File: src/rtl/udec_pkg.sv
package udec_pkg;

  typedef enum logic [3:0] {
    ST_ACCEPT  = 4'd0,
    ST_REJECT  = 4'd1,
    ST_NEED1   = 4'd2,
    ST_NEED2   = 4'd3,
    ST_AFT_E0  = 4'd4,
    ST_AFT_ED  = 4'd5,
    ST_AFT_F0  = 4'd6,
    ST_AFT_F13 = 4'd7,
    ST_AFT_F4  = 4'd8
  } st_e;

  typedef enum logic [0:0] {
    REG_DROP_C1 = 1'b0
  } reg_idx_e;

  localparam int unsigned CpW     = 21;
  localparam int unsigned NumCls  = 12;
  localparam int unsigned NumSt   = 9;
  localparam int unsigned QDepth  = 4;
  localparam int unsigned QPtrW   = $clog2(QDepth);
  localparam int unsigned QCntW   = $clog2(QDepth + 1);

  localparam logic [CpW-1:0] Replacement = 21'h00FFFD;
  localparam logic [CpW-1:0] C1Lo        = 21'h000080;
  localparam logic [CpW-1:0] C1Hi        = 21'h00009F;
  localparam logic [7:0]     PayloadMask = 8'h3F;
  localparam logic [7:0]     LeadMask    = 8'hFF;

  // next state, [state][byte class]
  localparam logic [0:NumSt-1][0:NumCls-1][3:0] NextTab = '{
    '{4'd0,4'd1,4'd2,4'd3,4'd5,4'd8,4'd7,4'd1,4'd1,4'd1,4'd4,4'd6},
    '{4'd1,4'd1,4'd1,4'd1,4'd1,4'd1,4'd1,4'd1,4'd1,4'd1,4'd1,4'd1},
    '{4'd1,4'd0,4'd1,4'd1,4'd1,4'd1,4'd1,4'd0,4'd1,4'd0,4'd1,4'd1},
    '{4'd1,4'd2,4'd1,4'd1,4'd1,4'd1,4'd1,4'd2,4'd1,4'd2,4'd1,4'd1},
    '{4'd1,4'd1,4'd1,4'd1,4'd1,4'd1,4'd1,4'd2,4'd1,4'd1,4'd1,4'd1},
    '{4'd1,4'd2,4'd1,4'd1,4'd1,4'd1,4'd1,4'd1,4'd1,4'd2,4'd1,4'd1},
    '{4'd1,4'd1,4'd1,4'd1,4'd1,4'd1,4'd1,4'd3,4'd1,4'd3,4'd1,4'd1},
    '{4'd1,4'd3,4'd1,4'd1,4'd1,4'd1,4'd1,4'd3,4'd1,4'd3,4'd1,4'd1},
    '{4'd1,4'd3,4'd1,4'd1,4'd1,4'd1,4'd1,4'd1,4'd1,4'd1,4'd1,4'd1}
  };

  typedef struct packed {
    logic [CpW-1:0] code_point;
    logic           is_repl;
    logic           last;
  } res_t;

  typedef struct packed {
    logic [1:0] vld;
    res_t       r0;
    res_t       r1;
  } push_t;

  function automatic logic [3:0] byte_class(input logic [7:0] b);
    logic [3:0] c;
    if (b < 8'h80)       c = 4'd0;
    else if (b < 8'h90)  c = 4'd1;
    else if (b < 8'hA0)  c = 4'd9;
    else if (b < 8'hC0)  c = 4'd7;
    else if (b < 8'hC2)  c = 4'd8;
    else if (b < 8'hE0)  c = 4'd2;
    else if (b == 8'hE0) c = 4'd10;
    else if (b == 8'hED) c = 4'd4;
    else if (b < 8'hF0)  c = 4'd3;
    else if (b == 8'hF0) c = 4'd11;
    else if (b < 8'hF4)  c = 4'd6;
    else if (b == 8'hF4) c = 4'd5;
    else                 c = 4'd8;
    return c;
  endfunction

  function automatic st_e next_st(input st_e s, input logic [3:0] cls);
    st_e r;
    if (s > ST_AFT_F4 || cls >= 4'(NumCls)) r = ST_REJECT;
    else r = st_e'(NextTab[s][cls]);
    return r;
  endfunction

endpackage

File: src/rtl/utf8_stream_decoder.sv
// channel | dir | handshake                | payload
// in      | in  | in_valid_i / in_stall_o  | in_byte_i[7:0]
// out     | out | out_valid_o / out_stall_i| out_code_point_o[20:0], out_is_replacement_o,
//         |     |                          | out_last_o
// cfg     | in  | APB psel/penable/pready  | drop_control_c1 at address 0
//
// One byte per cycle while the queue has room; an accepted byte waits in the
// byte register for room; its results then enter the queue and can leave at the following edge.
// Rate is set by the 4-entry result queue: a byte that yields two results
// takes two queue entries and may stall input.
// Reset: decoder in accept state, queue empty, drop_control_c1 = 1.
// in_stall_o depends only on registered state.
module utf8_stream_decoder (
  input  logic        clk_i,
  input  logic        rst_ni,
  input  logic        in_valid_i,
  input  logic [7:0]  in_byte_i,
  output logic        in_stall_o,
  output logic        out_valid_o,
  input  logic        out_stall_i,
  output logic [20:0] out_code_point_o,
  output logic        out_is_replacement_o,
  output logic        out_last_o,
  input  logic        psel,
  input  logic        penable,
  input  logic        pwrite,
  input  logic [2:0]  paddr,
  input  logic [31:0] pwdata,
  output logic [31:0] prdata,
  output logic        pready
);

  logic             drop_q, drop_d;
  logic             reg_sel, cfg_wr;
  logic             room;
  udec_pkg::push_t  push;
  udec_pkg::res_t   head;

  assign pready  = 1'b1;
  assign reg_sel = paddr[2] == udec_pkg::REG_DROP_C1;
  assign cfg_wr  = psel && penable && pwrite && pready && reg_sel;
  assign drop_d  = cfg_wr ? pwdata[0] : drop_q;
  assign prdata  = reg_sel ? {31'd0, drop_q} : '0;

  always_ff @(posedge clk_i or negedge rst_ni) begin
    if (!rst_ni) begin
      drop_q <= 1'b1;
    end else begin
      drop_q <= drop_d;
    end
  end

  udec_step u_step (
    .clk_i      (clk_i),
    .rst_ni     (rst_ni),
    .in_valid_i (in_valid_i),
    .in_byte_i  (in_byte_i),
    .in_stall_o (in_stall_o),
    .drop_c1_i  (drop_q),
    .room_i     (room),
    .push_o     (push)
  );

  udec_outbuf u_outbuf (
    .clk_i       (clk_i),
    .rst_ni      (rst_ni),
    .push_i      (push),
    .room_o      (room),
    .out_valid_o (out_valid_o),
    .out_stall_i (out_stall_i),
    .head_o      (head)
  );

  assign out_code_point_o     = head.code_point;
  assign out_is_replacement_o = head.is_repl;
  assign out_last_o           = head.last;

  a_two_first_repl: assert property (@(posedge clk_i) disable iff (!rst_ni)
    push.vld[1] |-> push.vld[0] && push.r0.is_repl && !push.r0.last)
    else $error("second result without leading replacement");

  a_push_needs_room: assert property (@(posedge clk_i) disable iff (!rst_ni)
    push.vld[0] |-> $past(room) || room)
    else $error("result pushed without queue room");

  a_nonlast_is_repl: assert property (@(posedge clk_i) disable iff (!rst_ni)
    out_valid_o && !out_last_o |-> out_is_replacement_o)
    else $error("non-final result is not a replacement");

  a_cfg_write: assert property (@(posedge clk_i) disable iff (!rst_ni)
    cfg_wr |=> drop_q == $past(pwdata[0]))
    else $error("drop_control_c1 write lost");

endmodule

File: src/rtl/udec_step.sv
module udec_step (
  input  logic                clk_i,
  input  logic                rst_ni,
  input  logic                in_valid_i,
  input  logic [7:0]          in_byte_i,
  output logic                in_stall_o,
  input  logic                drop_c1_i,
  input  logic                room_i,
  output udec_pkg::push_t     push_o
);

  logic                       vld_q, vld_d;
  logic [7:0]                 byte_q;
  udec_pkg::st_e              st_q, st_d;
  logic [udec_pkg::CpW-1:0]   pv_q, pv_d;

  logic                       fire;
  logic [3:0]                 cls;
  logic [7:0]                 lead_bits;
  udec_pkg::st_e              s1, ns1, ns2;
  logic [udec_pkg::CpW-1:0]   pv1, pv2;
  logic                       drop1, drop2;

  assign fire       = vld_q && room_i;
  assign in_stall_o = vld_q && !room_i;

  always_comb begin
    vld_d = vld_q;
    if (in_valid_i && !in_stall_o) begin
      vld_d = 1'b1;
    end else if (fire) begin
      vld_d = 1'b0;
    end
  end

  always_ff @(posedge clk_i or negedge rst_ni) begin
    if (!rst_ni) begin
      vld_q <= 1'b0;
      st_q  <= udec_pkg::ST_ACCEPT;
      pv_q  <= '0;
    end else begin
      vld_q <= vld_d;
      st_q  <= st_d;
      pv_q  <= pv_d;
    end
  end

  always_ff @(posedge clk_i) begin
    if (in_valid_i && !in_stall_o) begin
      byte_q <= in_byte_i;
    end
  end

  // both DFA passes side by side; the second starts from the accept state
  always_comb begin
    cls       = udec_pkg::byte_class(byte_q);
    lead_bits = (udec_pkg::LeadMask >> cls) & byte_q;
    s1        = (st_q > udec_pkg::ST_AFT_F4) ? udec_pkg::ST_ACCEPT : st_q;
    pv2       = {13'd0, lead_bits};
    if (s1 != udec_pkg::ST_ACCEPT) begin
      pv1 = {pv_q[udec_pkg::CpW-7:0], byte_q[5:0] & udec_pkg::PayloadMask[5:0]};
    end else begin
      pv1 = pv2;
    end
    ns1   = udec_pkg::next_st(s1, cls);
    ns2   = udec_pkg::next_st(udec_pkg::ST_ACCEPT, cls);
    drop1 = drop_c1_i && pv1 >= udec_pkg::C1Lo && pv1 <= udec_pkg::C1Hi;
    drop2 = drop_c1_i && pv2 >= udec_pkg::C1Lo && pv2 <= udec_pkg::C1Hi;
  end

  // next state
  always_comb begin
    st_d = st_q;
    pv_d = pv_q;
    if (fire) begin
      if (ns1 == udec_pkg::ST_ACCEPT) begin
        st_d = udec_pkg::ST_ACCEPT;
        pv_d = '0;
      end else if (ns1 == udec_pkg::ST_REJECT) begin
        if (s1 != udec_pkg::ST_ACCEPT && ns2 != udec_pkg::ST_ACCEPT &&
            ns2 != udec_pkg::ST_REJECT) begin
          st_d = ns2;
          pv_d = pv2;
        end else begin
          st_d = udec_pkg::ST_ACCEPT;
          pv_d = '0;
        end
      end else begin
        st_d = ns1;
        pv_d = pv1;
      end
    end
  end

  // results
  always_comb begin
    push_o                  = '0;
    push_o.r0.code_point    = pv1;
    push_o.r1.code_point    = pv2;
    push_o.r1.last          = 1'b1;
    if (fire) begin
      if (ns1 == udec_pkg::ST_ACCEPT) begin
        push_o.vld[0]       = !drop1;
        push_o.r0.last      = 1'b1;
      end else if (ns1 == udec_pkg::ST_REJECT) begin
        push_o.vld[0]            = 1'b1;
        push_o.r0.code_point     = udec_pkg::Replacement;
        push_o.r0.is_repl        = 1'b1;
        push_o.r0.last           = 1'b1;
        if (s1 != udec_pkg::ST_ACCEPT) begin
          if (ns2 == udec_pkg::ST_ACCEPT && !drop2) begin
            push_o.vld[1]        = 1'b1;
            push_o.r0.last       = 1'b0;
          end else if (ns2 == udec_pkg::ST_REJECT) begin
            push_o.vld[1]        = 1'b1;
            push_o.r0.last       = 1'b0;
            push_o.r1.code_point = udec_pkg::Replacement;
            push_o.r1.is_repl    = 1'b1;
          end
        end
      end
    end
  end

endmodule

File: src/rtl/udec_outbuf.sv
module udec_outbuf (
  input  logic                     clk_i,
  input  logic                     rst_ni,
  input  udec_pkg::push_t          push_i,
  output logic                     room_o,
  output logic                     out_valid_o,
  input  logic                     out_stall_i,
  output udec_pkg::res_t           head_o
);

  udec_pkg::res_t                  mem_q [udec_pkg::QDepth];
  logic [udec_pkg::QPtrW-1:0]      wp_q, wp_d, rp_q, rp_d;
  logic [udec_pkg::QCntW-1:0]      cnt_q, cnt_d;
  logic                            pop;
  logic [udec_pkg::QPtrW-1:0]      wp1;
  logic [udec_pkg::QCntW-1:0]      n_push;

  assign room_o      = cnt_q <= udec_pkg::QCntW'(udec_pkg::QDepth - 2);
  assign out_valid_o = cnt_q != '0;
  assign pop         = out_valid_o && !out_stall_i;
  assign head_o      = mem_q[rp_q];
  assign wp1         = wp_q + 1'b1;

  always_comb begin
    n_push = udec_pkg::QCntW'(push_i.vld[0]) + udec_pkg::QCntW'(push_i.vld[1]);
    wp_d   = wp_q + n_push[udec_pkg::QPtrW-1:0];
    rp_d   = pop ? rp_q + 1'b1 : rp_q;
    cnt_d  = cnt_q + n_push - udec_pkg::QCntW'(pop);
  end

  always_ff @(posedge clk_i or negedge rst_ni) begin
    if (!rst_ni) begin
      wp_q  <= '0;
      rp_q  <= '0;
      cnt_q <= '0;
    end else begin
      wp_q  <= wp_d;
      rp_q  <= rp_d;
      cnt_q <= cnt_d;
    end
  end

  always_ff @(posedge clk_i) begin
    if (push_i.vld[0]) begin
      mem_q[wp_q] <= push_i.r0;
    end
    if (push_i.vld[1]) begin
      mem_q[wp1] <= push_i.r1;
    end
  end

endmodule
File: config.mk
export PLATFORM = sky130hd
export DESIGN_NAME = utf8_stream_decoder
export DESIGN_NICKNAME = d
export VERILOG_FILES = /design/src/rtl/udec_pkg.sv /design/src/rtl/utf8_stream_decoder.sv /design/src/rtl/udec_step.sv /design/src/rtl/udec_outbuf.sv
export SDC_FILE = /design/constraint.sdc
export NUM_CORES = 1
export LEC_CHECK = 0
export BUFFER_PORTS_ARGS = -buffer_cell sky130_fd_sc_hd__buf_2
export CAP_MARGIN = 20
export CORE_AREA = 3 3 121 123
export CTS_CLUSTER_DIAMETER = 40
export CTS_CLUSTER_SIZE = 25
export DETAILED_ROUTE_END_ITERATION = 10
export DIE_AREA = 0 0 124 126
export HOLD_SLACK_MARGIN = 0.03
export PLACE_DENSITY = 0.74
export SLEW_MARGIN = 20
export SYNTH_ARGS = -nofsm -noshare
export SYNTH_HDL_FRONTEND = slang
export SYNTH_SLANG_ARGS = --single-unit
File: constraint.sdc
create_clock -name clk_i -period 3.9 [get_ports clk_i]
set_clock_uncertainty 0.2 [all_clocks]
set_input_delay 0.195 -clock clk_i [delete_from_list [all_inputs] [get_ports clk_i]]
set_output_delay 0.195 -clock clk_i [all_outputs]
set_load 0.01 [all_outputs]
==> key figures <==
Setup path
  • Worst endpoint data arrival time: 4010 ps
  • CP Max Fanout: 7
  • Required time at the worst-slack endpoint: approximately 4000 ps
  • Class of the most critical setup path: reg2reg
  • Origin of the worst setup path: u_step.byte_q[3]$_DFFE_PP_
  • Standard cell with the maximum stage delay on the critical path: sky130_fd_sc_hd__or4b_4
  • Capture instance of the worst register-to-register path: u_outbuf.cnt_q[2]$_DFF_PN0_
  • Stage delay of the slowest cell on the critical path: ~550 ps
  • Launching element type of the critical path: flip-flop
  • R2R cell count: 14
  • Beginning of the worst register-to-register path: u_step.byte_q[3]$_DFFE_PP_
  • Register-to-Register Setup Slack: -8 ps
  • Worst setup path endpoint: u_outbuf.cnt_q[2]$_DFF_PN0_
  • Kind of capture point of the worst setup path: flip-flop
  • Cell Chain, Critical Path: or2_4 > o41ai_1 > nor3_1 > nor2_1 > nor4_1 > nor4_1 > or4b_4 > inv_4 > ha_4 > inv_2 > ha_4 > fa_2 > xor2_2 > xnor2_1

Placement
  • DP HPWL: around 14,000 um
  • Final weighted congestion in routability-driven placement: between 0.9 and 1
  • Number of placed instances with taps included: around 900
  • Placement Cell Area: slightly below 0.008 mm^2
  • Port Buf Inserts: 42

Job
  • Max_cap viols: 0

Logic synthesis
  • Fraction of registers with async set or reset after synthesis: between 20% and 30%
  • Number of warnings printed during yosys synthesis: 0
  • Commonest register cell after synthesis: sky130_fd_sc_hd__edfxtp_1
  • Post-synth top area share: 32.4%
  • Mapped cell area: between 0.007 and 0.008 mm^2
  • Yosys top cell by area: sky130_fd_sc_hd__edfxtp_1
  • Share of synthesized area occupied by flip-flops and latches: around half
  • Count of flip-flops with a built-in enable after synthesis: 76
  • Synth Instances: ~650
  • Cell types occupying the most area after synthesis: sky130_fd_sc_hd__edfxtp_1 (32%), sky130_fd_sc_hd__dfrtp_1 (9.6%), sky130_fd_sc_hd__mux4_2 (7.4%), sky130_fd_sc_hd__dfxtp_1 (6.8%), sky130_fd_sc_hd__o21ai_0 (3.5%)
  • Mean Syn Cell Area: ~11 um^2
  • Register bit total from synthesis: about 130
  • Unique cell type count in the Yosys netlist: around 80

GRT
  • Pin count of the biggest net entering global routing: 29
  • Wire length of the first global-routing pass: about 31,000 um
  • Initial antenna violation count: 0
  • Gr ovfl total: 0
  • Total Routing Usage GR: 25.9%
  • Via count of the first global-routing pass: approximately 6,000

Final layout
  • Most common cell after layout, fill and taps aside: sky130_fd_sc_hd__edfxtp_1
  • Register area: around 0.0035 mm^2
  • Antenna cells: 0
  • Leading cell types in the layout, fill and taps excluded: sky130_fd_sc_hd__edfxtp_1 (76), sky130_fd_sc_hd__buf_4 (61), sky130_fd_sc_hd__o21ai_0 (49), sky130_fd_sc_hd__nand2_1 (43), sky130_fd_sc_hd__buf_2 (42)
  • Share of cells above drive strength 1: a little over a quarter
  • Core occupancy in the finished layout: around three fifths
  • Post-route design area: approximately 0.0085 mm^2
  • Final net count: around 800
  • Filler Cell Count: 1,099
  • Non-filler cells, final: around 930
  • Syn-to-layout area delta: 21.3%
  • Multi-input gate area in the final layout: approximately 0.0033 mm^2

CTS
  • Later-pin clock latency in the skew report: between 400 and 500 ps
  • Number of buffers on the longest clock path: 2
  • Clock sink total: roughly 130
  • Clock tree from TritonCTS: yes
  • H-tree levels: 4
  • Clock Tree Root: sky130_fd_sc_hd__clkbuf_16
  • Clock transition time at the flip-flop clock pins of the worst setup and hold paths: about 60 ps
  • Total CTS buffers: 17

Die
  • DIE AREA: 0.0156 mm^2
  • Floorplan core area: about 0.014 mm^2
  • Placement row count: 43
  • Die height: around 130 um
  • Starting Density: 51.1%
  • Number of placed I/O pins: approximately 110
  • Floorplan die width: roughly 120 um

STA
  • Tightest slew margin relative to the limit: a little over half
  • Slew of the pin with the lowest slew margin: around 700 ps
  • Final critical path time including I/O delays and setup: 3910 ps
  • Setup repair after global routing missed its margin: true
  • Count of endpoints failing hold in the final timing report: 0
  • Final max-slew violation count: 0
  • Crit path setup slack, layout: -8.22 ps
  • Peak clock frequency supported by timing: between 0.2 and 0.3 GHz
  • Setup TNS Final: -8.22 ps
  • Total of endpoints with negative setup slack in the final report: 1
  • Share of the cycle needed by the critical path after routing: 100%

Run status
  • Outcome: complete, but fails checks
  • Failing checks: setup timing

Detailed routing
  • Average detailed-routed wire length per instance: roughly 21 um
  • Total Wirelength: slightly below 20,000 um
  • Initial DRT Pass Iterations: 6
  • DRT antenna net count: 0
  • Routed via count: about 5,800
  • Number of DRC violations after detailed-routing iteration 0: just over 700
  • Number of DRC violations after detailed routing: 0
  • Number of vias per cell after detailed routing: roughly 6.3

Worst hold path
  • Worst min path class: in2async

Power and ir drop
  • Max VDD drop: 0.394 mV
  • Leakage power of the design: roughly 3.3 nW
  • PwrDens: about 790 mW/mm^2
-- worst min path at each step --
stage               cells after the start   start  slack (ps)                           end
finish                                  2  rst_ni         190  u_outbuf.rp_q[0]$_DFFE_PN0P_
global route                            2  rst_ni         230  u_outbuf.rp_q[0]$_DFFE_PN0P_
CTS                                     2  rst_ni         170  u_outbuf.rp_q[0]$_DFFE_PN0P_
detailed placement                      1  rst_ni          80  u_outbuf.rp_q[0]$_DFFE_PN0P_
global placement                        1  rst_ni          60  u_outbuf.rp_q[1]$_DFFE_PN0P_
floorplan                               0  rst_ni        -300   u_outbuf.cnt_q[0]$_DFF_PN0_
-- synth_stat cells (all sizes together) (8+ instances only) --
master   instances
buf             45
dfrtp           27
edfxtp          76
nor2b            8
o22ai           11
a22o             9
nand2           44
nand3           16
nand4            9
nand2b          11
o2bb2ai         17
inv             20
a21oi           41
mux4            23
clkbuf          34
o21ai           53
nor3             9
nor2            37
nor4             9
dfxtp           24
or3             14
-- registers in the layout, summed over array words and instances, names as in the netlist --
signal          flops
u_outbuf.cnt_q      3
drop_q              1
u_step.st_q         4
u_outbuf.rp_q       2
u_step.pv_q        15
u_step.vld_q        1
u_step.byte_q       8
u_outbuf.mem_q     92
u_outbuf.wp_q       2
-- metrics by stage --
| step | hold WS (ps) | power [W] | setup WS (ps) |
|---|---|---|---|
| final | 193 | 0.00677 | -8.22 |
| after global routing | 230 | 0.00715 | -176 |
| after CTS | 173 | 0.00669 | -0.173 |
| after detailed placement | 79.2 | 0.00509 | 19.2 |
| after global placement | 64.8 | 0.00498 | 60.3 |
| after floorplan | -301 | 0.00402 | 16.5 |
-- worst max-delay path: cells and delay by family, from the launching register on --
family	cells	cell delay [ps]
adders and majority gates	3	690
buffers and inverters	2	130
xor gates and xnor gates	2	270
and+or+nand+nor	6	1540
AOI/OAI and AO/OA	1	480
DFF	1	490
-- kinds of logic after synthesis --
kind of cell,after synthesis,share of synthesized area (%)
other cells,2,0.107
mux,27,7.97
xor+xnor,6,0.747
flops,128,49.3
buf+inv,99,7.43
simple gates,187,14.2
compound gates,191,19.1
fa+ha+maj,6,1.17
-- repair_timing --
action                     4_1_cts  5_1_grt
pin swaps                        1        5
hold endpoints to repair        39        0
setup endpoints to repair        1       65
gates resized for setup          0       17
hold buffers                    13        0
setup buffers                    0        3
-- per-layer routing --
metal / part of all wire, % / wire length [um] / GRT usage (%) / up-vias
met5: 0 / 0 / 0 / -
met4: 2.5 / 497 / 10.6 / 0
met3: 7.1 / 1410 / 5.16 / 54
met2: 51 / 10000 / 43.3 / 337
met1: 39 / 7760 / 32.8 / 2849
li1: - / - / - / 2587
-- where the power goes --
part           internal [W]  total (W)  switching, W  leakage, nW
registers           0.00183    0.00206      0.000231         1.26
logic               0.00130    0.00315       0.00184         1.71
clock network      0.000989    0.00157      0.000581        0.290
-- cell type report --
type / instances / share of cell area [%]
sequential: 128 / 40.6
multi-input combinational: 449 / 38.2
timing repair buffer: 122 / 10.7
clock buffer: 25 / 6.07
tap: 180 / 2.64
inverter: 20 / 0.909
clock inverter: 7 / 0.865
(Power assumes the default switching activity.)
